## config.mk

```make
export PLATFORM = sky130hd
export DESIGN_NAME = modbus_read_reply_parser
export DESIGN_NICKNAME = d
export VERILOG_FILES = /design/src/design/mbrp_pkg.sv /design/src/design/mbrp_temp_scale.sv /design/src/design/modbus_read_reply_parser.sv
export VERILOG_INCLUDE_DIRS = /design/src /design/src/design
export SDC_FILE = /design/constraint.sdc
export NUM_CORES = 1
export LEC_CHECK = 0
export ABC_CLOCK_PERIOD_IN_PS = 5400
export BUFFER_PORTS_ARGS = -buffer_cell sky130_fd_sc_hd__buf_2
export CAP_MARGIN = 30
export CORE_MARGIN = 10
export CORE_UTILIZATION = 58
export CTS_BUF_LIST = sky130_fd_sc_hd__clkbuf_16
export DETAILED_ROUTE_END_ITERATION = 6
export PLACE_DENSITY = 0.83
export REMOVE_ABC_BUFFERS = 1
export SETUP_SLACK_MARGIN = 0.02
export SLEW_MARGIN = 25
export SYNTH_ARGS = -nofsm -noshare
export SYNTH_HDL_FRONTEND = slang
export SYNTH_HIERARCHICAL = 1
export SYNTH_SLANG_ARGS = --single-unit
```

## constraint.sdc

```tcl
create_clock -name aclk -period 5.4 [get_ports aclk]
set_input_delay 0.27 -clock aclk [delete_from_list [all_inputs] [get_ports aclk]]
set_output_delay 0.27 -clock aclk [all_outputs]
set_load 0.005 [all_outputs]
```

## src/design/modbus_read_reply_parser_macros.svh

```systemverilog
// assertion macros for the modbus read reply parser
`ifndef MODBUS_READ_REPLY_PARSER_MACROS_SVH
`define MODBUS_READ_REPLY_PARSER_MACROS_SVH

// same-cycle implication, checked outside reset
`define MBRP_ASSERT_NOW(lbl, clk, rstn, ante, cons, msg) \
    lbl: assert property (@(posedge clk) disable iff (!rstn) (ante) |-> (cons)) \
        else $error(msg);

// next-cycle implication, checked outside reset
`define MBRP_ASSERT_NEXT(lbl, clk, rstn, ante, cons, msg) \
    lbl: assert property (@(posedge clk) disable iff (!rstn) (ante) |=> (cons)) \
        else $error(msg);

`endif

```

## src/design/mbrp_pkg.sv

```systemverilog
// shared types, codes and constants of the modbus read reply parser
package mbrp_pkg;

    localparam int MAX_FRAME_DEFAULT = 256;
    localparam int POS_W             = 11;
    localparam logic [POS_W-1:0] POS_MAX = 11'd2047;

    localparam logic [15:0] CRC_INIT = 16'hFFFF;
    localparam logic [15:0] CRC_POLY = 16'hA001;
    localparam logic [8:0]  FRAME_OVERHEAD = 9'd5;
    localparam logic [6:0]  TEMP_SCALE = 7'd100;

    // result status codes
    localparam logic [2:0] STAT_OK       = 3'd0;
    localparam logic [2:0] STAT_SIZE     = 3'd1;
    localparam logic [2:0] STAT_ADDRESS  = 3'd2;
    localparam logic [2:0] STAT_FUNCTION = 3'd3;
    localparam logic [2:0] STAT_COUNT    = 3'd4;
    localparam logic [2:0] STAT_CRC      = 3'd5;

    // header error codes
    localparam logic [1:0] HDR_NONE     = 2'd0;
    localparam logic [1:0] HDR_ADDRESS  = 2'd1;
    localparam logic [1:0] HDR_FUNCTION = 2'd2;

    // configuration register indexes
    localparam logic [2:0] CFG_SLAVE_ADDRESS = 3'd0;
    localparam logic [2:0] CFG_FUNCTION_CODE = 3'd1;
    localparam logic [2:0] CFG_VOLT_FLAG_IDX = 3'd2;
    localparam logic [2:0] CFG_TEMP_FLAG_IDX = 3'd3;
    localparam logic [2:0] CFG_TEMP_IDX      = 3'd4;

    // per-result side information travelling with the temperature pipeline
    typedef struct packed {
        logic [2:0] status;
        logic [3:0] channel;
        logic       volt_set;
        logic       tflag_set;
    } mbrp_meta_t;

endpackage

```

## src/design/mbrp_temp_scale.sv

```systemverilog
// two-stage float32 times 100 to truncated int32 converter
module mbrp_temp_scale (
    input  logic        aclk,
    input  logic        en,
    input  logic [31:0] bits_in,
    output logic [31:0] value_out
);

    localparam logic [6:0] TEMP_SCALE_W = mbrp_pkg::TEMP_SCALE;

    // stage one: mantissa product
    logic        s1_sign_reg;
    logic [7:0]  s1_exp_reg;
    logic        s1_nan_reg;
    logic [30:0] s1_prod_reg;
    logic [23:0] mant;

    assign mant = {1'b1, bits_in[22:0]};

    always_ff @(posedge aclk) begin
        if (en) begin
            s1_sign_reg <= bits_in[31];
            s1_exp_reg  <= bits_in[30:23];
            s1_nan_reg  <= (bits_in[22:0] != 23'd0);
            s1_prod_reg <= 31'({7'd0, mant} * {24'd0, TEMP_SCALE_W});
        end
    end

    // stage two: round to single precision, shift, saturate
    logic [24:0] rnd;
    logic [31:0] prod_rnd;
    logic signed [9:0] sh;
    logic [9:0]  nsh;
    logic [32:0] mag;
    logic        sat;
    logic        zero;
    logic [31:0] value_next;
    logic [31:0] value_reg;

    always_comb begin
        if (s1_prod_reg[30]) begin
            rnd = {1'b0, s1_prod_reg[30:7]} + 25'(s1_prod_reg[6] &
                  ((|s1_prod_reg[5:0]) | s1_prod_reg[7]));
            prod_rnd = {rnd, 7'd0};
        end else begin
            rnd = {1'b0, s1_prod_reg[29:6]} + 25'(s1_prod_reg[5] &
                  ((|s1_prod_reg[4:0]) | s1_prod_reg[6]));
            prod_rnd = {1'b0, rnd, 6'd0};
        end
        sh   = $signed({2'b00, s1_exp_reg}) - 10'sd150;
        nsh  = 10'(-sh);
        mag  = 33'd0;
        sat  = 1'b0;
        zero = 1'b0;
        if (s1_exp_reg == 8'hFF) begin
            zero = s1_nan_reg;
            sat  = !s1_nan_reg;
        end else if (s1_exp_reg == 8'd0) begin
            zero = 1'b1;
        end else if (sh >= 10'sd2) begin
            sat = 1'b1;
        end else if (sh == 10'sd1) begin
            mag = {prod_rnd, 1'b0};
        end else if (sh == 10'sd0) begin
            mag = {1'b0, prod_rnd};
        end else if (nsh >= 10'd32) begin
            zero = 1'b1;
        end else begin
            mag = {1'b0, prod_rnd >> nsh[4:0]};
        end
        if (mag[32:31] != 2'b00) begin
            sat = 1'b1;
        end
        if (zero) begin
            value_next = 32'd0;
        end else if (sat) begin
            value_next = s1_sign_reg ? 32'h8000_0000 : 32'h7FFF_FFFF;
        end else if (s1_sign_reg) begin
            value_next = 32'(-mag[31:0]);
        end else begin
            value_next = mag[31:0];
        end
    end

    always_ff @(posedge aclk) begin
        if (en) begin
            value_reg <= value_next;
        end
    end

    assign value_out = value_reg;

endmodule

```

## src/design/modbus_read_reply_parser.sv

```systemverilog
// top level of the modbus read reply parser
// Parses Modbus RTU "read input registers" replies one byte per transaction and gives one
// result per frame on the byte flagged frame_end. A byte is taken every cycle unless the pipeline stalls; a result
// passes from the input register through the frame stage, float product stage and rounding
// stage, and the pipeline stalls only while the result waits. Flags and temperature are zero
// unless the status is ok.
`include "modbus_read_reply_parser_macros.svh"

module modbus_read_reply_parser #(
    parameter int MAX_FRAME = mbrp_pkg::MAX_FRAME_DEFAULT
) (
    input  logic        aclk,
    input  logic        aresetn,
    input  logic        cfg_wr_en,
    input  logic [2:0]  cfg_index,
    input  logic [7:0]  cfg_wr_data,
    input  logic        s_valid,
    output logic        s_ready,
    input  logic [7:0]  s_rx_byte,
    input  logic        s_frame_end,
    input  logic [3:0]  s_channel,
    output logic        m_valid,
    input  logic        m_ready,
    output logic [2:0]  m_status,
    output logic [3:0]  m_channel_out,
    output logic        m_voltage_flag,
    output logic        m_temp_flag,
    output logic signed [31:0] m_temperature
);

    localparam int POS_W = mbrp_pkg::POS_W;
    localparam logic [POS_W-1:0] LEN_MAX = POS_W'(MAX_FRAME - 1);

    logic en;
    assign en      = !m_valid || m_ready;
    assign s_ready = en;

    // configuration registers
    logic [7:0] slave_address_reg;
    logic [7:0] function_code_reg;
    logic [6:0] volt_idx_reg;
    logic [6:0] temp_flag_idx_reg;
    logic [6:0] temp_idx_reg;

    always_ff @(posedge aclk) begin
        if (!aresetn) begin
            slave_address_reg <= 8'd1;
            function_code_reg <= 8'd4;
            volt_idx_reg      <= 7'd0;
            temp_flag_idx_reg <= 7'd1;
            temp_idx_reg      <= 7'd2;
        end else if (cfg_wr_en) begin
            case (cfg_index)
                mbrp_pkg::CFG_SLAVE_ADDRESS: slave_address_reg <= cfg_wr_data;
                mbrp_pkg::CFG_FUNCTION_CODE: function_code_reg <= cfg_wr_data;
                mbrp_pkg::CFG_VOLT_FLAG_IDX: volt_idx_reg      <= cfg_wr_data[6:0];
                mbrp_pkg::CFG_TEMP_FLAG_IDX: temp_flag_idx_reg <= cfg_wr_data[6:0];
                mbrp_pkg::CFG_TEMP_IDX:      temp_idx_reg      <= cfg_wr_data[6:0];
                default: ;
            endcase
        end
    end

    // input register
    logic       a_valid_reg;
    logic [7:0] a_byte_reg;
    logic       a_end_reg;
    logic [3:0] a_ch_reg;

    always_ff @(posedge aclk) begin
        if (!aresetn) begin
            a_valid_reg <= 1'b0;
        end else if (en) begin
            a_valid_reg <= s_valid;
        end
        if (en) begin
            a_byte_reg <= s_rx_byte;
            a_end_reg  <= s_frame_end;
            a_ch_reg   <= s_channel;
        end
    end

    // per-frame state
    logic [POS_W-1:0] pos_reg, pos_next;
    logic [15:0] crc_reg, crc_next;
    logic [7:0]  count_reg, count_next;
    logic [1:0]  hdr_reg, hdr_next;
    logic [7:0]  pend_reg, pend_next;
    logic        vseen_reg, vseen_next;
    logic        tseen_reg, tseen_next;
    logic [15:0] thigh_reg, thigh_next;
    logic [31:0] tbits_reg, tbits_next;
    logic        tvalid_reg, tvalid_next;

    logic [POS_W-1:0] off;
    logic [15:0] word;
    logic [POS_W-2:0] ridx;
    logic [2:0]  status;
    logic [8:0]  expect_len;
    logic        frame_ok;
    mbrp_pkg::mbrp_meta_t b_meta_next;
    logic [31:0] b_bits_next;

    always_comb begin
        pos_next    = pos_reg;
        count_next  = count_reg;
        hdr_next    = hdr_reg;
        pend_next   = pend_reg;
        vseen_next  = vseen_reg;
        tseen_next  = tseen_reg;
        thigh_next  = thigh_reg;
        tbits_next  = tbits_reg;
        tvalid_next = tvalid_reg;

        // crc over this byte, one shift per bit
        crc_next = crc_reg ^ {8'd0, a_byte_reg};
        for (int k = 0; k < 8; k++) begin
            if (crc_next[0]) begin
                crc_next = (crc_next >> 1) ^ mbrp_pkg::CRC_POLY;
            end else begin
                crc_next = crc_next >> 1;
            end
        end

        // header checks
        if (pos_reg == POS_W'(0) && a_byte_reg != slave_address_reg) begin
            hdr_next = mbrp_pkg::HDR_ADDRESS;
        end
        if (pos_reg == POS_W'(1) && hdr_reg == mbrp_pkg::HDR_NONE &&
            a_byte_reg != function_code_reg) begin
            hdr_next = mbrp_pkg::HDR_FUNCTION;
        end
        if (pos_reg == POS_W'(2)) begin
            count_next = a_byte_reg;
        end

        // register extraction inside the declared data region
        off  = pos_reg - POS_W'(3);
        word = {pend_reg, a_byte_reg};
        ridx = off[POS_W-1:1];
        if (pos_reg >= POS_W'(3) && off < POS_W'(count_reg)) begin
            if (!off[0]) begin
                pend_next = a_byte_reg;
            end else if (ridx == (POS_W-1)'(volt_idx_reg)) begin
                vseen_next = (word != 16'd0);
            end else if (ridx == (POS_W-1)'(temp_flag_idx_reg)) begin
                tseen_next = (word != 16'd0);
            end else if (ridx == (POS_W-1)'(temp_idx_reg)) begin
                thigh_next = word;
            end else if (ridx == (POS_W-1)'({1'b0, temp_idx_reg} + 8'd1)) begin
                tbits_next  = {thigh_reg, word};
                tvalid_next = 1'b1;
            end
        end

        pos_next = (pos_reg < mbrp_pkg::POS_MAX) ? pos_reg + POS_W'(1) : mbrp_pkg::POS_MAX;

        // frame status, first failing check wins
        expect_len = mbrp_pkg::FRAME_OVERHEAD + {1'b0, count_next};
        if (pos_next < POS_W'(5) || pos_next > LEN_MAX) begin
            status = mbrp_pkg::STAT_SIZE;
        end else if (hdr_next == mbrp_pkg::HDR_ADDRESS) begin
            status = mbrp_pkg::STAT_ADDRESS;
        end else if (hdr_next == mbrp_pkg::HDR_FUNCTION) begin
            status = mbrp_pkg::STAT_FUNCTION;
        end else if (pos_next != POS_W'(expect_len)) begin
            status = mbrp_pkg::STAT_COUNT;
        end else if (crc_next != 16'd0) begin
            status = mbrp_pkg::STAT_CRC;
        end else begin
            status = mbrp_pkg::STAT_OK;
        end
        frame_ok = (status == mbrp_pkg::STAT_OK);

        b_meta_next.status    = status;
        b_meta_next.channel   = a_ch_reg;
        b_meta_next.volt_set  = frame_ok & vseen_next;
        b_meta_next.tflag_set = frame_ok & tseen_next;
        b_bits_next = (frame_ok && tvalid_next) ? tbits_next : 32'd0;
    end

    always_ff @(posedge aclk) begin
        if (!aresetn) begin
            pos_reg    <= '0;
            crc_reg    <= mbrp_pkg::CRC_INIT;
            count_reg  <= 8'd0;
            hdr_reg    <= mbrp_pkg::HDR_NONE;
            pend_reg   <= 8'd0;
            vseen_reg  <= 1'b0;
            tseen_reg  <= 1'b0;
            thigh_reg  <= 16'd0;
            tbits_reg  <= 32'd0;
            tvalid_reg <= 1'b0;
        end else if (en && a_valid_reg) begin
            if (a_end_reg) begin
                pos_reg    <= '0;
                crc_reg    <= mbrp_pkg::CRC_INIT;
                count_reg  <= 8'd0;
                hdr_reg    <= mbrp_pkg::HDR_NONE;
                pend_reg   <= 8'd0;
                vseen_reg  <= 1'b0;
                tseen_reg  <= 1'b0;
                thigh_reg  <= 16'd0;
                tbits_reg  <= 32'd0;
                tvalid_reg <= 1'b0;
            end else begin
                pos_reg    <= pos_next;
                crc_reg    <= crc_next;
                count_reg  <= count_next;
                hdr_reg    <= hdr_next;
                pend_reg   <= pend_next;
                vseen_reg  <= vseen_next;
                tseen_reg  <= tseen_next;
                thigh_reg  <= thigh_next;
                tbits_reg  <= tbits_next;
                tvalid_reg <= tvalid_next;
            end
        end
    end

    // result pipeline: frame stage, product stage, output stage
    logic b_valid_reg, c_valid_reg, d_valid_reg;
    mbrp_pkg::mbrp_meta_t b_meta_reg, c_meta_reg, d_meta_reg;
    logic [31:0] b_bits_reg;
    logic [31:0] temp_value;

    always_ff @(posedge aclk) begin
        if (!aresetn) begin
            b_valid_reg <= 1'b0;
            c_valid_reg <= 1'b0;
            d_valid_reg <= 1'b0;
        end else if (en) begin
            b_valid_reg <= a_valid_reg && a_end_reg;
            c_valid_reg <= b_valid_reg;
            d_valid_reg <= c_valid_reg;
        end
        if (en) begin
            b_meta_reg <= b_meta_next;
            b_bits_reg <= b_bits_next;
            c_meta_reg <= b_meta_reg;
            d_meta_reg <= c_meta_reg;
        end
    end

    mbrp_temp_scale u_temp_scale (
        .aclk      (aclk),
        .en        (en),
        .bits_in   (b_bits_reg),
        .value_out (temp_value)
    );

    assign m_valid        = d_valid_reg;
    assign m_status       = d_meta_reg.status;
    assign m_channel_out  = d_meta_reg.channel;
    assign m_voltage_flag = d_meta_reg.volt_set;
    assign m_temp_flag    = d_meta_reg.tflag_set;
    assign m_temperature  = $signed(temp_value);

    // checks
    logic fail_out;
    logic fail_data;
    logic out_stall;
    logic end_taken;
    logic state_clear;

    assign fail_out    = m_valid && m_status != mbrp_pkg::STAT_OK;
    assign fail_data   = m_voltage_flag || m_temp_flag || m_temperature != 32'sd0;
    assign out_stall   = m_valid && !m_ready;
    assign end_taken   = en && a_valid_reg && a_end_reg;
    assign state_clear = pos_reg == '0 && crc_reg == mbrp_pkg::CRC_INIT;

    `MBRP_ASSERT_NOW(a_fail_clears, aclk, aresetn, fail_out, !fail_data, "failed frame data")
    `MBRP_ASSERT_NOW(a_stall_cause, aclk, aresetn, !s_ready, out_stall, "stall without result")
    `MBRP_ASSERT_NEXT(a_frame_restart, aclk, aresetn, end_taken, state_clear, "frame not cleared")

endmodule
```

* Word level (Yosys, flattened, before mapping)
Index checks and enable logic that the tools add are counted.
** Operators by class
- Equal/unequal tests :: 20
- Multipliers :: 1
- Multiplexer cells :: 73
- Reduce and logical (&&, ||, !) cells :: 33
- Bitwise gates (word level) :: 15
- Shift-type cells :: 1
- $add $sub $neg :: 9
- $lt $le $gt $ge :: 7
** Operators with widths (number)
- two-way mux 32 bit :: 12
- two-way mux 16 bit :: 15
- two-way mux 33 bit :: 5
- adder 24 x 25 -> 25 bit :: 2
- bitwise AND 1 x 25 -> 25 bit :: 2
- two-way mux 8 bit :: 5
- negator 32 bit :: 1
- nonzero test 16 bit :: 2
- >> shifter 32 x 5 -> 32 bit :: 1
- == test 10 x 7 -> 1 bit :: 3
- multiplier 24 x 5 -> 29 bit, second input constant :: 1
- two-way mux 1 bit :: 26
- NOT 2 -> 3 bit :: 8
- nonzero test 23 bit :: 1
- two-way mux 11 bit :: 2
- != test 8 bit :: 2
- bitwise XOR 16 x 8 -> 16 bit :: 1
- two-way mux 3 bit :: 5
- adder 11 x 1 -> 11 bit, second input constant :: 1
- == test 11 x 1 -> 1 bit, second input constant :: 1
- == test 11 x 2 -> 1 bit, second input constant :: 1
- >= comparator 11 x 2 -> 1 bit, second input constant :: 1
- greater-than comparator 11 x 8 -> 1 bit, second input constant :: 1
- logical NOT 11 bit :: 1
- other kinds (36) :: 59
** Word-level totals
- Output and inout bits :: 43
- Register bits after elaboration :: 280
- Logic and storage cells :: 199

* Logic depth before layout (Yosys ltp)
Gate-level depths: netlist of the first run.
- Word-level depth :: 25
- Depth in mapped cells :: 25
- Mapped depth without buffers :: 19

* Cells and area by module
Netlist of the first run, hierarchy kept.
** Modules (own cells, without submodules)
- mbrp_temp_scale :: seq. area each 2132.0 um^2, instances 1, area an instance 10762.8 um^2, cells each 1347
- modbus_read_reply_parser :: seq. area each 4904.7 um^2, instances 1, area an instance 10572.6 um^2, cells each 1135

* Worst setup path before layout of the first run
No wires, ideal clock.
- Path type :: register to register
- Start :: register d_valid_reg (netlist: m_valid)
- End :: register thigh_reg[10]
- Period minus slack after synthesis :: 5605 ps
- Data required time :: 5335 ps
- Setup time :: 65 ps
- Buffers on the path :: 2
- Cell stages (with the launch flop) :: 12
- Path slack :: -205 ps
- Arrival :: 5540 ps
- Cell sequence :: dfxtp_1 -> nor2b_1 -> inv_1 -> and2_1 -> clkbuf_1 -> and3_1 -> nand3_1 -> nor4_1 -> nor4b_1 -> clkbuf_1 -> a32oi_1 -> nor2_1
** On the way
- Longest elaborated chain between the ends :: 4
** Ends and longest elaborated chain
- start: declaration :: line modbus_read_reply_parser.sv:222 : logic b_valid_reg, c_valid_reg, d_valid_reg;
- start signal: assignment :: line modbus_read_reply_parser.sv:235 : d_valid_reg <= c_valid_reg;
- logical NOT 1 bit :: line modbus_read_reply_parser.sv:35 : assign en = !m_valid || m_ready;
- logical OR 1 bit :: line modbus_read_reply_parser.sv:35
- net s_ready :: line modbus_read_reply_parser.sv:18 : output logic s_ready,
- logical AND 1 bit
- AND reduction 6 bit (no line)
- end signal: assignment :: line modbus_read_reply_parser.sv:214 : thigh_reg <= thigh_next;
- end: declaration :: line modbus_read_reply_parser.sv:91 : logic [15:0] thigh_reg, thigh_next;
The timed path passes the listed nets, and every way through them passes these cells.
A chain may end at the register's enable or synchronous reset.

* Worst setup path after layout of the first run
- Start :: register u_temp_scale.s1_exp_reg[1]
- End :: register u_temp_scale.value_reg[30] (netlist: u_temp_scale/value_out[30]), data pin
** On the way
- Longest elaborated chain between the ends :: 12
- Elaborated cells on any way between the ends :: 29
- Those cells by class :: 3 x add/sub; 2 x order compare; 2 x eq/ne; 1 x shift; 18 x mux; 3 x reduce/logical
** Ends and longest elaborated chain
- start: declaration :: line mbrp_temp_scale.sv:13 : logic [7:0] s1_exp_reg;
- start signal: assignment :: line mbrp_temp_scale.sv:23 : s1_exp_reg <= bits_in[30:23];
- subtractor 8 x 8 -> 9 bit :: line mbrp_temp_scale.sv:50 : sh = $signed({2'b00, s1_exp_reg}) - 10'sd150;
- negator 10 bit :: line mbrp_temp_scale.sv:51 : nsh = 10'(-sh);
- >= comparator 10 x 6 -> 1 bit / >> shifter 32 x 5 -> 32 bit (equally long branches) :: line mbrp_temp_scale.sv:66, mbrp_temp_scale.sv:69
- two-way mux 32 bit :: line mbrp_temp_scale.sv:66 : end else if (nsh >= 10'd32) begin
- two-way mux 33 bit :: line mbrp_temp_scale.sv:64 : end else if (sh == 10'sd0) begin
- two-way mux 33 bit :: line mbrp_temp_scale.sv:62 : end else if (sh == 10'sd1) begin
- two-way mux 33 bit :: line mbrp_temp_scale.sv:60 : end else if (sh >= 10'sd2) begin
- two-way mux 33 bit :: line mbrp_temp_scale.sv:58 : end else if (s1_exp_reg == 8'd0) begin
- two-way mux 33 bit :: line mbrp_temp_scale.sv:55 : if (s1_exp_reg == 8'hFF) begin
- negator 32 bit / nonzero test 2 bit (equally long branches) :: line mbrp_temp_scale.sv:79, mbrp_temp_scale.sv:71
- two-way mux 32 bit / two-way mux 1 bit (equally long branches) :: line mbrp_temp_scale.sv:78, mbrp_temp_scale.sv:71
- two-way mux 32 bit :: line mbrp_temp_scale.sv:76 : end else if (sat) begin
- end signal: assignment :: line mbrp_temp_scale.sv:87 : value_reg <= value_next;
- end: declaration :: line mbrp_temp_scale.sv:38 : logic [31:0] value_reg;
Parallel ways exist; a longest one is shown, timed or not.

==> flow_metrics.env, run 1 <==
export IMPL_seq_area_um2=7037
export IMPL_fill_cells=2871
export IMPL_synth_top_area_cell="edfxtp_1"
export IMPL_synth_xor_area_share_pct=5.026
export IMPL_clock_sinks=280
export IMPL_worst_ir_drop_vdd_mv=0.2796
export IMPL_seq_area_frac_synth_pct=32.98
export IMPL_yosysMostFrequentCell="nand2_1"
export IMPL_synth_top_area_share_pct=20.13
export IMPL_slew_violations=0
export IMPL_ios=72
export IMPL_timing_rr_start="u_temp_scale/s1_exp_reg[1]$_DFFE_PP_"
export IMPL_firstDrtPassIters=6
export IMPL_fin_cells=3098
export IMPL_area_growth_syn_to_layout_pct=13.39
export IMPL_place_inst=3008
export IMPL_dr_wl_met2_mm=34.33
export IMPL_cts_tree="yes"
export IMPL_fmax_mhz=194.8
export IMPL_cts_path_max_buffers=3
export IMPL_synth_edf_count=143
export IMPL_path_max_fanout=54
export IMPL_final_nets=2764
export IMPL_netlist_top_cells_area="edfxtp_1 (20%), dfxtp_1 (13%), ha_1 (6.5%)"
export IMPL_track_usage_pct=30.52
export IMPL_period_share_pct=95.07
export IMPL_ys_warn_count=6
export IMPL_hold_viol_final=0
export IMPL_final_setup_tns_ns=0
export IMPL_drt_iter0_markers=1892
export IMPL_antenna_cells=0
export IMPL_viasPerCell=6.655
export IMPL_coreArea_um2=36430
export IMPL_netSwitchingPower_w=0.001257
export IMPL_highest_layer="met4"
export IMPL_synthMuxAreaShare_pct=4.756
export IMPL_worstSetupStartpointType="flop"
export IMPL_drt_met1_wl_mm=27.69
export IMPL_power_share_sequential_pct=47.1
export IMPL_port_buffers=71
export IMPL_grt_pass1_wl_mm=110.4
export IMPL_wl_per_cell_um=22.80
export IMPL_antenna_found_initial=0
export IMPL_gr_total_overflow=0
export IMPL_hp_start="cfg_wr_data[6]"
export IMPL_hold_ws_ns=0.03489
export IMPL_netlist_top_cells_count="nand2_1 (257), nor2_1 (173), inv_1 (144), edfxtp_1 (143), dfxtp_1 (137)"
export IMPL_ant_nets=0
export IMPL_syn_area_um2=21340
export IMPL_power_share_clock_pct=42.2
export IMPL_setup_ws_ns=0.2663
export IMPL_power_internal_w=0.003662
export IMPL_final_setup_viol_count=0
export IMPL_endpoint_kind="flop"
export IMPL_synth_compound_area_share_pct=19.40
export IMPL_grt_pass1_vias=19740
export IMPL_cp_data_required_time_ns=5.70
export IMPL_async_flop_share_pct=0
export IMPL_rsz0062_at_grt="no"
export IMPL_ys_types=110
export IMPL_maxSlewHeadroom_pct=36.06
export IMPL_h_tree_depth=1
export IMPL_drv_cap=0
export IMPL_gp_congestion=1.021
export IMPL_cts_root_buf="clkbuf_16"
export IMPL_cp_arrival_ns=5.44
export IMPL_cp_startpoint="u_temp_scale/s1_exp_reg[1]$_DFFE_PP_"
export IMPL_status="finished, final reports clean"
export IMPL_insertion_delay_ns=0.58
export IMPL_rows=70
export IMPL_drc_errors=0
export IMPL_multi_input_area_um2=13150
export IMPL_worst_pin_slew_ns=0.9556
export IMPL_clk_pin_slew_worst_paths_ns=0.06
export IMPL_syn_avg_cell_area_um2=8.596
export IMPL_dr_wl_met3_mm=4.922
export IMPL_syn_inst=2482
export IMPL_die_y_um=211.8
export IMPL_dieArea_um2=44860
export IMPL_synth_top_family_by_area="simple AND/OR/NAND/NOR gates"
export IMPL_pwr_share_comb_pct=10.7
export IMPL_synth_fa_ha_area_share_pct=8.198
export IMPL_drive_gt1_share_pct=14.18
export IMPL_vias=20620
export IMPL_synth_ff_type="edfxtp_1"
export IMPL_yosys_register_bits=280
export IMPL_p_leak_nw=9.844
export IMPL_die_width_um=211.8
export IMPL_wirelength_mm=70.65
export IMPL_power_density_nw_per_um2=203.4
export IMPL_min_path_type="in2reg"
export IMPL_fin_skew_ns=0.01766
export IMPL_synth_simple_area_share_pct=23.75
export IMPL_fin_crit_ns=5.134
export IMPL_cts_made_buffers=30
export IMPL_p_sw_share_pct=25.56
export IMPL_criticalPathCategory="reg2reg"
export IMPL_initial_utilization_pct=58.56
export IMPL_dp_slack_ns=0.06854
export IMPL_dp_hpwl_mm=51.33
export IMPL_grt_max_degree=115
## kinds of logic after synthesis
family                   count (synthesis)
multiplexers                            97
flip-flops                             280
adder cells (fa/ha/maj)                129
AO/OA/AOI/OAI                          593
XOR/XNOR                               120
buffers and inverters                  312
AND/OR/NAND/NOR                        951
## area by class of cell
type | count | area share, %
clock buffer | 33 | 3.413
clock inverter | 23 | 0.7344
inverter | 146 | 2.291
multi-input combinational | 1890 | 54.34
sequential | 280 | 29.09
tap | 468 | 2.420
timing repair buffer | 258 | 7.711
## power groups by stage
stage	Clock, W	Sequential [W]	Combinational (W)
4_1_cts	0.00209	0.00231	0.000506
2_1_floorplan	0	0.00235	0.000293
3_3_place_gp	0	0.00236	0.000484
5_1_grt	0.00217	0.00232	0.000564
3_5_place_dp	0	0.00236	0.000490
6_report	0.00208	0.00232	0.000526
## metrics by stage
step,power (W),cell area (µm²),utilization [%]
after floorplan,0.002647,20630,-
after global placement,0.002839,22790,62.55
after detailed placement,0.002849,22810,62.60
after CTS,0.004912,24030,65.96
after global routing,0.005056,24190,66.40
final,0.004920,24190,66.40
## placed cells by master (no fill, tap or decap), types with 20 or more instances in the layout
cell type      netlist  routed
nand2_1            257     256
nor2_1             173     173
buf_4                7     155
inv_1              144     146
edfxtp_1           143     143
dfxtp_1            137     137
a21oi_1            125     123
ha_1               111     109
nor3_1              96      96
xnor2_1             94      93
mux2i_1             83      83
nand3_1             74      74
o21ai_0             74      73
buf_2               27      73
a31oi_1             56      56
and2_1              50      50
nand4_1             42      42
nand3b_1            37      37
nor4_1              36      36
o211ai_1            33      33
clkbuf_16            0      33
or4b_1              32      32
o21a_1              30      30
a22oi_1             30      30
xor2_1              24      23
dlygate4sd3_1        0      22
a211oi_1            22      20
## critical path, stage by stage (launching register included)
cell and delay (ns):
edfxtp_1 0.50, buf_4 0.18, inv_1 0.04, ha_1 0.34, buf_12 0.22, nand2_1 0.39, o221ai_1 0.31, a221oi_2 0.38
mux2i_1 0.17, mux2_4 0.29, o211a_1 0.22, inv_1 0.09, ha_1 0.18, o21ai_0 0.12, a311oi_2 0.33, nand2_1 0.11
or4_4 0.54, buf_4 0.17, o21ai_0 0.14, o211ai_1 0.12
## path summary, 6_finish.rpt
check                                                                end  slack [ns]  depth (start not counted)
worst min register to register                   b_meta_reg[5]$_DFFE_PN_        0.42                          0
worst min-delay path                   function_code_reg[6]$_SDFFE_PN0P_        0.03                          3
worst max-delay path            u_temp_scale/value_out[30]$_SDFFCE_PP0P_        0.27                         19
worst max register to register  u_temp_scale/value_out[30]$_SDFFCE_PP0P_        0.27                         19
## metal layers
metal,vias to the layer above,global-route usage [%]
li1,9453,-
met1,9947,37.24
met2,997,51.89
met5,-,0
met4,0,15.55
met3,219,3.949
## timing repair
item                       CTS  global route
setup endpoints to repair    0            19
hold endpoints to repair    34             0
gates resized for setup      0            11
hold buffers                22             0
buffers inserted             0             9
(Power assumes the default switching activity.)
==> run 2, diff against run 1 <==
- CORE_MARGIN: 10 -> 5
- SYNTH_HIERARCHICAL: 1 -> unset
==> run 2 against run 1 <==
  * The run now ends with design-rule violations left
  * Largest power group unchanged
  * Synthesized cell count shrank 7.6%
  * Global-route usage is 1.2 points higher
  * Non-clock buffer count down 85
  * Register-to-register slack better by 0.11 ns
  * Clock skew decreased by 0.0068 ns
  * Fmax up 2.2%
  * Worst setup slack better by 0.11 ns
  * Highest routed layer unchanged
  * First-iteration DRC count down 2.6%
==> flow_metrics.env, run 2 <==
export IMPL_status="finished, violations left"
export IMPL_violations="design-rule violations"
export IMPL_grt_pass1_vias=17960
export IMPL_path_max_fanout=9
export IMPL_dieArea_um2=39020
export IMPL_ios=72
export IMPL_synth_top_area_share_pct=21.05
export IMPL_final_cell_mix="nand2_1 (226), nor2_1 (158), inv_1 (146), edfxtp_1 (143), dfxtp_1 (136)"
export IMPL_cts_path_max_buffers=3
export IMPL_criticalPathCategory="reg2reg"
export IMPL_fin_skew_ns=0.01085
export IMPL_cts_made_buffers=29
export IMPL_firstDrtPassIters=7
export IMPL_r2r_end="u_temp_scale.value_out[13]$_SDFFCE_PP0N_"
export IMPL_synth_top_family_by_area="simple AND/OR/NAND/NOR gates"
export IMPL_antenna_found_initial=0
export IMPL_dp_hpwl_mm=47.08
export IMPL_port_buffers=71
export IMPL_syn_inst=2293
export IMPL_setup_ws_ns=0.3773
export IMPL_gp_congestion=1.056
export IMPL_coreArea_um2=34630
export IMPL_grt_max_degree=92
export IMPL_grt_pass1_wl_mm=99.42
export IMPL_area_growth_syn_to_layout_pct=11.31
export IMPL_final_common_cell="nand2_1"
export IMPL_h_tree_depth=1
export IMPL_synth_compound_area_share_pct=20.08
export IMPL_yosys_register_bits=280
export IMPL_synth_top_area_cell="edfxtp_1"
export IMPL_yosysMostFrequentCell="nand2_1"
export IMPL_rows=68
export IMPL_clk_pin_slew_worst_paths_ns=0.06
export IMPL_hold_viol_final=0
export IMPL_syn_area_um2=20400
export IMPL_crit_family="simple AND/OR/NAND/NOR gates"
export IMPL_cts_tree="yes"
export IMPL_place_inst=2758
export IMPL_netlist_top_cells_count="nand2_1 (226), nor2_1 (158), edfxtp_1 (143), inv_1 (142), dfxtp_1 (137)"
export IMPL_worstPathCellList="and2_1 -> ha_1 -> nand2b_1 -> a21oi_1 -> nor4bb_1 -> a21oi_1 -> mux2i_1 -> a211oi_1 -> o21ai_0 -> o221ai_2 -> or4b_1 -> nor3_2 -> mux2i_1 -> o22ai_1"
export IMPL_netlist_top_cells_area="edfxtp_1 (21%), dfxtp_1 (13%), ha_1 (6.8%)"
export IMPL_min_to="temp_flag_idx_reg[3]$_SDFFE_PN0P_"
export IMPL_hp_start="cfg_wr_data[3]"
export IMPL_gr_total_overflow=0
export IMPL_worst_ir_drop_vdd_mv=0.2685
export IMPL_vias=18690
export IMPL_async_flop_share_pct=0
export IMPL_wl_per_cell_um=22.71
export IMPL_fin_crit_ns=5.023
export IMPL_synth_fa_ha_area_share_pct=8.576
export IMPL_ant_nets=0
export IMPL_ys_warn_count=0
export IMPL_synth_xor_area_share_pct=6.251
export IMPL_viasPerCell=6.603
export IMPL_worstSetupStartpointType="flop"
export IMPL_fin_cells=2831
export IMPL_track_usage_pct=31.67
export IMPL_antenna_cells=0
export IMPL_cp_slowest_cell="or4b_1"
export IMPL_cp_buffers_inverters=0
export IMPL_drv_cap=0
export IMPL_cts_root_buf="clkbuf_16"
export IMPL_period_share_pct=93.01
export IMPL_worst_pin_slew_ns=0.8792
export IMPL_max_stage_delay_ns=0.66
export IMPL_drt_iter0_markers=1843
export IMPL_dp_slack_ns=0.2618
export IMPL_final_nets=2511
export IMPL_hold_depth=3
export IMPL_insertion_delay_ns=0.56
export IMPL_clock_sinks=280
export IMPL_multi_input_area_um2=12300
export IMPL_syn_avg_cell_area_um2=8.895
export IMPL_timing_rr_start="u_temp_scale.s1_prod_reg[6]$_DFFE_PN_"
export IMPL_die_width_um=197.5
export IMPL_ys_types=116
export IMPL_die_y_um=197.5
export IMPL_wirelength_mm=64.29
export IMPL_synth_ff_type="edfxtp_1"
export IMPL_maxSlewHeadroom_pct=41.10
export IMPL_endpoint_kind="flop"
export IMPL_final_setup_viol_count=0
export IMPL_synth_edf_count=143
export IMPL_seq_area_frac_synth_pct=34.50
export IMPL_drive_gt1_share_pct=12.71
export IMPL_initial_utilization_pct=58.90
export IMPL_min_path_type="in2reg"
export IMPL_power_density_nw_per_um2=218.9
export IMPL_slew_violations=0
export IMPL_synth_simple_area_share_pct=20.61
export IMPL_synthMuxAreaShare_pct=4.288
export IMPL_fmax_mhz=199.1
export IMPL_drc_errors=4
export IMPL_ff2ff_path_depth=14
export IMPL_rsz0062_at_grt="no"
export IMPL_cp_arrival_ns=5.30
export IMPL_fin_total_pwr_w=0.004969
export IMPL_r2r_setup_slack_ns=0.38
export IMPL_cp_data_required_time_ns=5.68
export IMPL_seq_area_um2=7038
export IMPL_fill_cells=2715
export IMPL_p_leak_nw=9.074
## run 2: how the worst max path moves through the flow
stage,start,endpoint,slack (ns),cells past startpoint
2_1_floorplan,pos_reg[0]$_SDFFE_PN0P_,tbits_reg[0]$_SDFFE_PN0P_,-1.77,15
3_3_place_gp,pos_reg[5]$_SDFFE_PN0P_,b_bits_reg[17]$_SDFFCE_PN0N_,0.29,15
3_5_place_dp,u_temp_scale.s1_prod_reg[6]$_DFFE_PN_,u_temp_scale.value_out[22]$_SDFFCE_PP0N_,0.26,15
4_1_cts,u_temp_scale.s1_prod_reg[6]$_DFFE_PN_,u_temp_scale.value_out[22]$_SDFFCE_PP0N_,0.23,15
5_1_grt,pos_reg[8]$_SDFFE_PN0P_,b_bits_reg[15]$_SDFFCE_PN0N_,0.05,15
6_report,u_temp_scale.s1_prod_reg[6]$_DFFE_PN_,u_temp_scale.value_out[13]$_SDFFCE_PP0N_,0.38,14
## run 2: metal layers
layer  global-route usage (%)  vias to the layer above  part of all wire [%]
li1                         -                     8533                     -
met1                    40.16                     8899                    38
met2                    53.56                     1048                    48
met3                    4.827                      213                   8.7
met4                    14.41                        0                   5.3
met5                        0                        -                     0
## run 2: logic make-up (layout without fill, tap and decap cells)
family	Yosys count	after routing
adders and majority gates	129	129
and+or+nand+nor	816	816
AOI/OAI and AO/OA	556	556
DFF	280	280
xor gates and xnor gates	143	143
muxes	81	81
buffers and inverters	288	371
## run 2: report_power, final
| part | internal [W] | total, W | switching (W) |
|---|---|---|---|
| Combinational | 0.000194 | 0.000510 | 0.000316 |
| Clock | 0.00130 | 0.00214 | 0.000839 |
| Sequential | 0.00227 | 0.00232 | 0.0000537 |
| Total | 0.00376 | 0.00497 | 0.00121 |
## run 2: final cells by class
type / instances / area share (%)
Tap cell: 455 / 2.508
Inverter: 144 / 2.403
Multi-Input combinational cell: 1725 / 54.17
Timing Repair Buffer: 173 / 5.368
Sequential cell: 280 / 31.00
Clock buffer: 30 / 3.307
Clock inverter: 24 / 1.240
## run 2: timing repair
action,4_1_cts,5_1_grt
buffers inserted,0,2
gates resized for setup,0,10
hold buffers,15,0
setup endpoints to repair,0,82
endpoints found under the hold margin,16,0
## run 2: tightest hold or removal path, cell delays in order
cell	delay, ns
buf_2	0.14
nand2_1	0.06
a21boi_0	0.06
## run 2: through the flow
stage	instance area (µm²)	hold WS, ns	TNS [ns]	utilization [%]
after floorplan	19780	0.3418	-144.86	-
after global placement	21400	0.4007	0	61.79
after detailed placement	21420	0.4045	0	61.87
after CTS	22610	0.009212	0	65.28
after global routing	22700	0.02204	0	65.56
final	22700	0.02676	0	65.56
==> run 3, diff against run 2 <==
- CORE_MARGIN: 5 -> 2
- GPL_TIMING_DRIVEN: unset -> 0
==> run 3 against run 2 <==
  * Count of clock-buffer cells in the layout is 1 lower
  * Largest power group unchanged
  * Clock power down 14%
  * Flip-flop and latch count did not move
  * Worst setup slack got worse by 0.25 ns
  * The flow now finishes without violations
  * Cell area decreased by 0.84%
==> flow_metrics.env, run 3 (synthesis results as in run 2) <==
export IMPL_status="finished, final reports clean"
export IMPL_fin_crit_ns=5.276
export IMPL_track_usage_pct=32.75
export IMPL_clock_sinks=280
export IMPL_insertion_delay_ns=0.57
export IMPL_firstDrtPassIters=6
export IMPL_ios=72
export IMPL_netSwitchingPower_w=0.001185
export IMPL_final_common_cell="nand2_1"
export IMPL_drive_gt1_share_pct=11.96
export IMPL_final_setup_viol_count=0
export IMPL_maxSlewHeadroom_pct=33.99
export IMPL_ant_nets=0
export IMPL_wirelength_mm=60.49
export IMPL_grt_pass1_wl_mm=95.44
export IMPL_area_growth_syn_to_layout_pct=10.37
export IMPL_gp_congestion=0.9953
export IMPL_wl_per_cell_um=21.70
export IMPL_utilization_pct=65.01
export IMPL_cp_arrival_ns=5.56
export IMPL_drv_cap=0
export IMPL_drt_iter0_markers=1775
export IMPL_h_tree_depth=1
export IMPL_grt_pass1_vias=17650
export IMPL_fmax_mhz=189.5
export IMPL_period_share_pct=97.70
export IMPL_hp_start="cfg_wr_data[5]"
export IMPL_worst_pin_slew_ns=0.9748
export IMPL_path_max_fanout=12
export IMPL_p_sw_share_pct=25.40
export IMPL_criticalPathCategory="reg2reg"
export IMPL_rows=68
export IMPL_pwr_share_comb_pct=10.5
export IMPL_dp_slack_ns=-1.648
export IMPL_r2r_setup_slack_ns=0.12
export IMPL_drc_errors=0
export IMPL_worstSetupStartpointType="flop"
export IMPL_min_to="temp_flag_idx_reg[5]$_SDFFE_PN0P_"
export IMPL_cts_path_max_buffers=3
export IMPL_dp_hpwl_mm=43.71
export IMPL_min_path_type="in2reg"
export IMPL_vias=18190
export IMPL_slew_violations=0
export IMPL_initial_utilization_pct=58.90
export IMPL_die_width_um=191.5
export IMPL_worst_ir_drop_vdd_mv=0.2676
export IMPL_fill_cells=2659
export IMPL_power_share_clock_pct=39.6
export IMPL_grt_max_degree=92
export IMPL_ff2ff_path_depth=17
export IMPL_cts_made_buffers=29
export IMPL_setup_ws_ns=0.1241
export IMPL_endpoint_kind="flop"
export IMPL_antenna_cells=0
export IMPL_final_nets=2469
export IMPL_power_share_sequential_pct=50.0
export IMPL_timing_rr_start="u_temp_scale.s1_exp_reg[1]$_DFFE_PN_"
export IMPL_viasPerCell=6.523
export IMPL_coreArea_um2=34630
export IMPL_gr_total_overflow=0
export IMPL_r2r_end="u_temp_scale.value_out[25]$_SDFFCE_PP0N_"
export IMPL_cp_startpoint="u_temp_scale.s1_exp_reg[1]$_DFFE_PN_"
export IMPL_dieArea_um2=36680
export IMPL_fin_skew_ns=0.02958
export IMPL_hold_depth=3
export IMPL_hold_viol_final=0
export IMPL_rsz0062_at_grt="yes"
export IMPL_cts_root_buf="clkbuf_16"
export IMPL_port_buffers=71
export IMPL_final_cell_mix="nand2_1 (223), nor2_1 (158), inv_1 (149), edfxtp_1 (143), dfxtp_1 (136)"
export IMPL_cts_tree="yes"
export IMPL_antenna_found_initial=1
export IMPL_cp_data_required_time_ns=5.69
export IMPL_clk_pin_slew_worst_paths_ns=0.06
export IMPL_power_density_nw_per_um2=207.3
export IMPL_power_internal_w=0.003482
export IMPL_p_leak_nw=8.921
export IMPL_die_y_um=191.5
-- run 3: cell types whose count changed in the layout (fill, tap and decap cells not counted), moves of 5 or more --
| cell | delta |
|---|---|
| buf_6 | +10 |
| bufinv_16 | -5 |
| buf_8 | +5 |
| buf_4 | -61 |
-- run 3: stage by stage --
step,TNS [ns],instance area (µm²),power (W),hold WS [ns],cells
final,0,22510,0.004667,0.02375,2788
after global placement,-507.74,20700,0.002798,0.4020,2675
after CTS,0,22330,0.004661,0.002342,2776
after detailed placement,-39.83,21130,0.002819,0.4045,2698
after floorplan,-144.86,19780,0.002653,0.3418,2149
after global routing,-0.3463,22510,0.004824,0.002994,2788
-- run 3: worst max-delay path: stages, from the launching register on --
cell and delay [ns]:
edfxtp_1 0.54, ha_1 0.41, xor2_4 0.21, buf_4 0.16, buf_4 0.19, xnor2_2 0.54, buf_6 0.26, nand2_1 0.25
nor2_1 0.28, and3_1 0.18, a2111oi_0 0.06, a22oi_2 0.35, a21bo_2 0.31, nor4_4 0.42, nand4_1 0.31, buf_4 0.24
mux2i_1 0.17, o22ai_1 0.10
-- run 3: how the worst max path moves through the flow --
stage | slack [ns] | end | cells after the start
6_report | 0.12 | u_temp_scale.value_out[25]$_SDFFCE_PP0N_ | 17
5_1_grt | -0.08 | u_temp_scale.value_out[25]$_SDFFCE_PP0N_ | 17
4_1_cts | 0.02 | u_temp_scale.value_out[22]$_SDFFCE_PP0N_ | 17
3_5_place_dp | -1.65 | u_temp_scale.value_out[22]$_SDFFCE_PP0N_ | 16
3_3_place_gp | -4.86 | u_temp_scale.value_out[22]$_SDFFCE_PP0N_ | 12
2_1_floorplan | -1.77 | tbits_reg[0]$_SDFFE_PN0P_ | 15
-- run 3: power by group through the flow --
stage | Clock [W] | Sequential, W | Combinational [W]
CTS | 0.00187 | 0.00233 | 0.000465
global placement | 0 | 0.00237 | 0.000424
finish | 0.00185 | 0.00233 | 0.000489
global route | 0.00196 | 0.00234 | 0.000523
detailed placement | 0 | 0.00238 | 0.000444
floorplan | 0 | 0.00235 | 0.000299
-- run 3: what timing repair did --
item,in CTS,in global routing
pin swaps,5,4
setup endpoints to repair,45,70
endpoints found under the hold margin,20,0
hold buffers,17,0
buffers inserted,8,8
resized for setup,17,19
-- run 3: area by class of cell --
class / instances / area (µm²) / area share [%]
clock buffers: 29 / 725.7 / 3.224
clock inverters: 24 / 148.9 / 0.6614
inverters: 144 / 553.0 / 2.457
multi-input cells: 1725 / 12500 / 55.52
flip-flops and latches: 280 / 7038 / 31.26
well taps: 455 / 569.3 / 2.529
repair buffers: 131 / 978.4 / 4.346
-- run 3: metal layers --
metal	global-route usage [%]	wire length, µm	vias up
met5	0	0	-
met4	16.42	3207	0
met3	4.333	3868	192
met2	56.21	29440	809
met1	40.36	23970	8736
li1	-	-	8449
